### src/pir_ram.sv
// Generic simple dual-port RAM: one write port, one read port, registered read.
// Used for vertex and region header storage of the classifier.
// No dependencies.
module pir_ram #(
  parameter int  WIDTH = 32,
  parameter int  DEPTH = 64,
  localparam int AW    = (DEPTH > 1) ? $clog2(DEPTH) : 1
) (
  input  logic             clk_i,
  input  logic             we_i,
  input  logic [AW-1:0]    waddr_i,
  input  logic [WIDTH-1:0] wdata_i,
  input  logic             re_i,
  input  logic [AW-1:0]    raddr_i,
  output logic [WIDTH-1:0] rdata_o
);

  logic [WIDTH-1:0] mem_q [DEPTH];
  logic [WIDTH-1:0] rdata_q;

  // Write and registered read
  always_ff @(posedge clk_i) begin
    if (we_i) begin
      mem_q[waddr_i] <= wdata_i;
    end
    if (re_i) begin
      rdata_q <= mem_q[raddr_i];
    end
  end

  assign rdata_o = rdata_q;

endmodule
### config.mk
export PLATFORM = sky130hd
export DESIGN_NAME = pir_ram
export DESIGN_NICKNAME = d
export VERILOG_FILES = /design/src/pir_ram.sv
export SDC_FILE = /design/constraint.sdc
export NUM_CORES = 2
export LEC_CHECK = 0
export BUFFER_PORTS_ARGS = -buffer_cell sky130_fd_sc_hd__buf_4
export CORE_MARGIN = 3
export CORE_UTILIZATION = 40
export CTS_CLUSTER_DIAMETER = 150
export DETAILED_ROUTE_END_ITERATION = 16
export GPL_TIMING_DRIVEN = 0
export SLEW_MARGIN = 5
export SYNTH_ARGS = -nofsm -noshare
export SYNTH_HDL_FRONTEND = slang
export SYNTH_SLANG_ARGS = --single-unit
### constraint.sdc
create_clock -name clk_i -period 5.8 [get_ports clk_i]
set_input_delay 0.58 -clock clk_i [delete_from_list [all_inputs] [get_ports clk_i]]
set_output_delay 0.58 -clock clk_i [all_outputs]
set_load 0.02 [all_outputs]
==> results_dict.tcl <==
set metrics [dict create \
    grt_max_degree 65 \
    grt_pass1_wl_um 327000 \
    synth-main-ff-cell "edfxtp_1" \
    critPathKind "primary input to flip-flop" \
    final.setup_skew_ns 0.0378 \
    setup_violations 0 \
    cp.arrival_ns 4.64 \
    power.leakage_nw 28.3 \
    netlist_top_cells_area "edfxtp_1, mux4_2, mux2i_1" \
    numCtsBuffers 204 \
    grt_pass1_vias 38700 \
    die_area_sq_um 202000 \
    hold_class "primary input to flip-flop" \
    cap_violations 1 \
    min_from "re_i" \
    syn_nets 3371 \
    syn_area_sq_um 78800 \
    fmax_ghz 0.245 \
    ys_types 33 \
    ys_seq_area_share_pct 79.2 \
    cpPeakStageDelay_ns 0.76 \
    clockBufferDepth 3 \
    end_kind "flip-flop" \
    coreArea_sq_um 195000 \
    place_area_sq_um 85300 \
    die_h_um 450 \
    path_common_cell "buf_2" \
    async_reset_ff_share_pct 0 \
    clk_pin_slew_ns 0.06 \
    initial_core_util_pct 40.3 \
    worstMarginPinSlew_ns 1.49 \
    setup_ws_ns 1.71 \
    startpoint "raddr_i[1]" \
    drt-initial-drc-count 6493 \
    routed_wl_um 239000 \
    fin_nets 3743 \
    synth_largest_area_cell "edfxtp_1" \
    clock_latency_ns 0.86 \
    overflow 0 \
    ys_warn_count 0 \
    synth_seq_cells 2080 \
    required_ns 6.35 \
    postCtsSetupRepairBufs 0 \
    drc_errors 0 \
    status "complete, but fails checks" \
    io_buffers 70 \
    cts_resized 0 \
    avgSynthCellArea_sq_um 23.7 \
    synth_cells 3324 \
    final_cell_area_sq_um 91900 \
    rsz0062_at_grt "no" \
    gp_congestion 0.913 \
    firstDrtPassIters 5 \
    synth_commonest_cells "edfxtp_1, mux4_2, nor2_1" \
    cts_tree "done" \
    max-vdd-ir-drop_uv 311 \
    cts_root_buf "clkbuf_16" \
    ant_nets 0 \
    crit_slowest_cell "buf_1" \
    slew_headroom_pct 0.423 \
    finalHoldViolations 0 \
    row_count 162 \
    fillers 15900 \
    powerDensity_nw_per_um2 345 \
    place_inst 6114 \
    r2r_start "mem_q[26][18]$_DFFE_PP_" \
    period_share_pct 70.4 \
    hold_slack_ns 0.264 \
    post-dp-hpwl_um 153000 \
    slew_violations 0 \
    worstPathMaxFanout 10 \
    cp_cell_sequence "buf_2, buf_2, buf_2, buf_1, nand3b_1, o221ai_1, a21oi_1, a21oi_1, nor2_1" \
    violations "capacitance limit" \
    cp-start-kind "primary input" \
    io_pins 79 \
    ctsHoldBuffers 0 \
    cts_sinks 2080 \
    fin_util_pct 47.0 \
    synth_most_common_cell "edfxtp_1" \
    antenna_found_initial 16 \
    pre_cts_slack_ns 0.935 \
    areaGrowthSynthToFinish_pct 16.6 \
    viasPerCell 6.02 \
    drive_gt1_share_pct 29.7 \
    die_w_um 450 \
    synth_edf_count 2080 \
    instances_no_fill 6496 \
    post_drt_wl_per_cell_um 36.9 \
    vias 39100 \
    htree_levels 4 \
    synth_top_cell_area_share_pct 79.2 \
    grt_use_total_pct 23.6 \
    period_needed_ns 4.09 \
]
-- registers in the layout, summed over array words and instances (netlist names) --
register	count
mem_q	2048
rdata_o	32
-- placed cells by master, fill, tap and decap left out, drive strengths merged --
| cell | Yosys | final |
|---|---|---|
| a21oi | 62 | 62 |
| a22oi | 12 | 12 |
| a311oi | 8 | 8 |
| a31oi | 1 | 1 |
| a41o | 4 | 4 |
| and2 | 2 | 2 |
| and3 | 4 | 4 |
| buf | 108 | 274 |
| bufinv | 0 | 20 |
| clkbuf | 74 | 324 |
| clkinv | 0 | 95 |
| clkinvlp | 0 | 5 |
| diode | 0 | 9 |
| edfxtp | 2080 | 2080 |
| inv | 0 | 3 |
| mux2i | 93 | 93 |
| mux4 | 544 | 544 |
| nand2 | 26 | 26 |
| nand2b | 8 | 8 |
| nand3 | 5 | 5 |
| nand3b | 5 | 5 |
| nand4 | 2 | 2 |
| nand4b | 1 | 1 |
| nor2 | 137 | 137 |
| nor2b | 15 | 15 |
| nor3 | 7 | 7 |
| o221ai | 27 | 27 |
| o22ai | 84 | 84 |
| o32ai | 4 | 4 |
| or2 | 3 | 3 |
| or3 | 3 | 3 |
| or3b | 5 | 5 |
-- routing by layer --
metal	vias up	global-route usage [%]	wire length, um
li1	15100	-	-
met1	21100	32.0	90100
met2	2462	36.1	111000
met3	457	5.56	25300
met4	2	11.3	13400
met5	-	0	23
-- through the flow --
step                      power, W  TNS [ns]
after floorplan             0.0179         0
after global placement      0.0188    -94.88
after CTS                   0.0318         0
after global routing        0.0324         0
final                       0.0317         0
after detailed placement    0.0188         0
-- report_power, final --
group          internal [W]  leakage (nW)  switching, W
clock network       0.00748          3.21       0.00570
logic              0.000579          6.40       0.00122
registers            0.0167          18.7     0.0000351
total                0.0247          28.3       0.00695
-- worst max-delay path: cells and delay by family --
family,cells,cell delay (ns)
compound gates,3,1.25
buf+inv,4,1.98
simple gates,2,0.78
-- path summary, 6_finish.rpt --
path	endpoint	slack (ns)	cells after the start
worst max-delay path	rdata_o[6]$_DFFE_PP_	1.71	9
worst min-delay path	rdata_o[20]$_DFFE_PP_	0.26	1
worst max register to register	rdata_o[18]$_DFFE_PP_	2.82	4
worst min register to register	rdata_o[8]$_DFFE_PP_	1.16	4
-- cell type report --
cell class              count  area [sq um]  area share [%]
clock buffers             250          5380            5.86
well taps                2624          3280            3.57
diodes                      9          22.5          0.0245
multi-input cells        1062         16000            17.4
plain buffers             182           888           0.967
clock inverters           123          1200            1.31
repair buffers            166          2690            2.93
flip-flops and latches   2080         62500            68.0
-- logic make-up after synthesis --
group	synth area share, %
compound gates	1.67
buf+inv	1.12
flops	79.2
mux	16.7
simple gates	1.26
No activity file was read; power rests on OpenSTA's default activity.
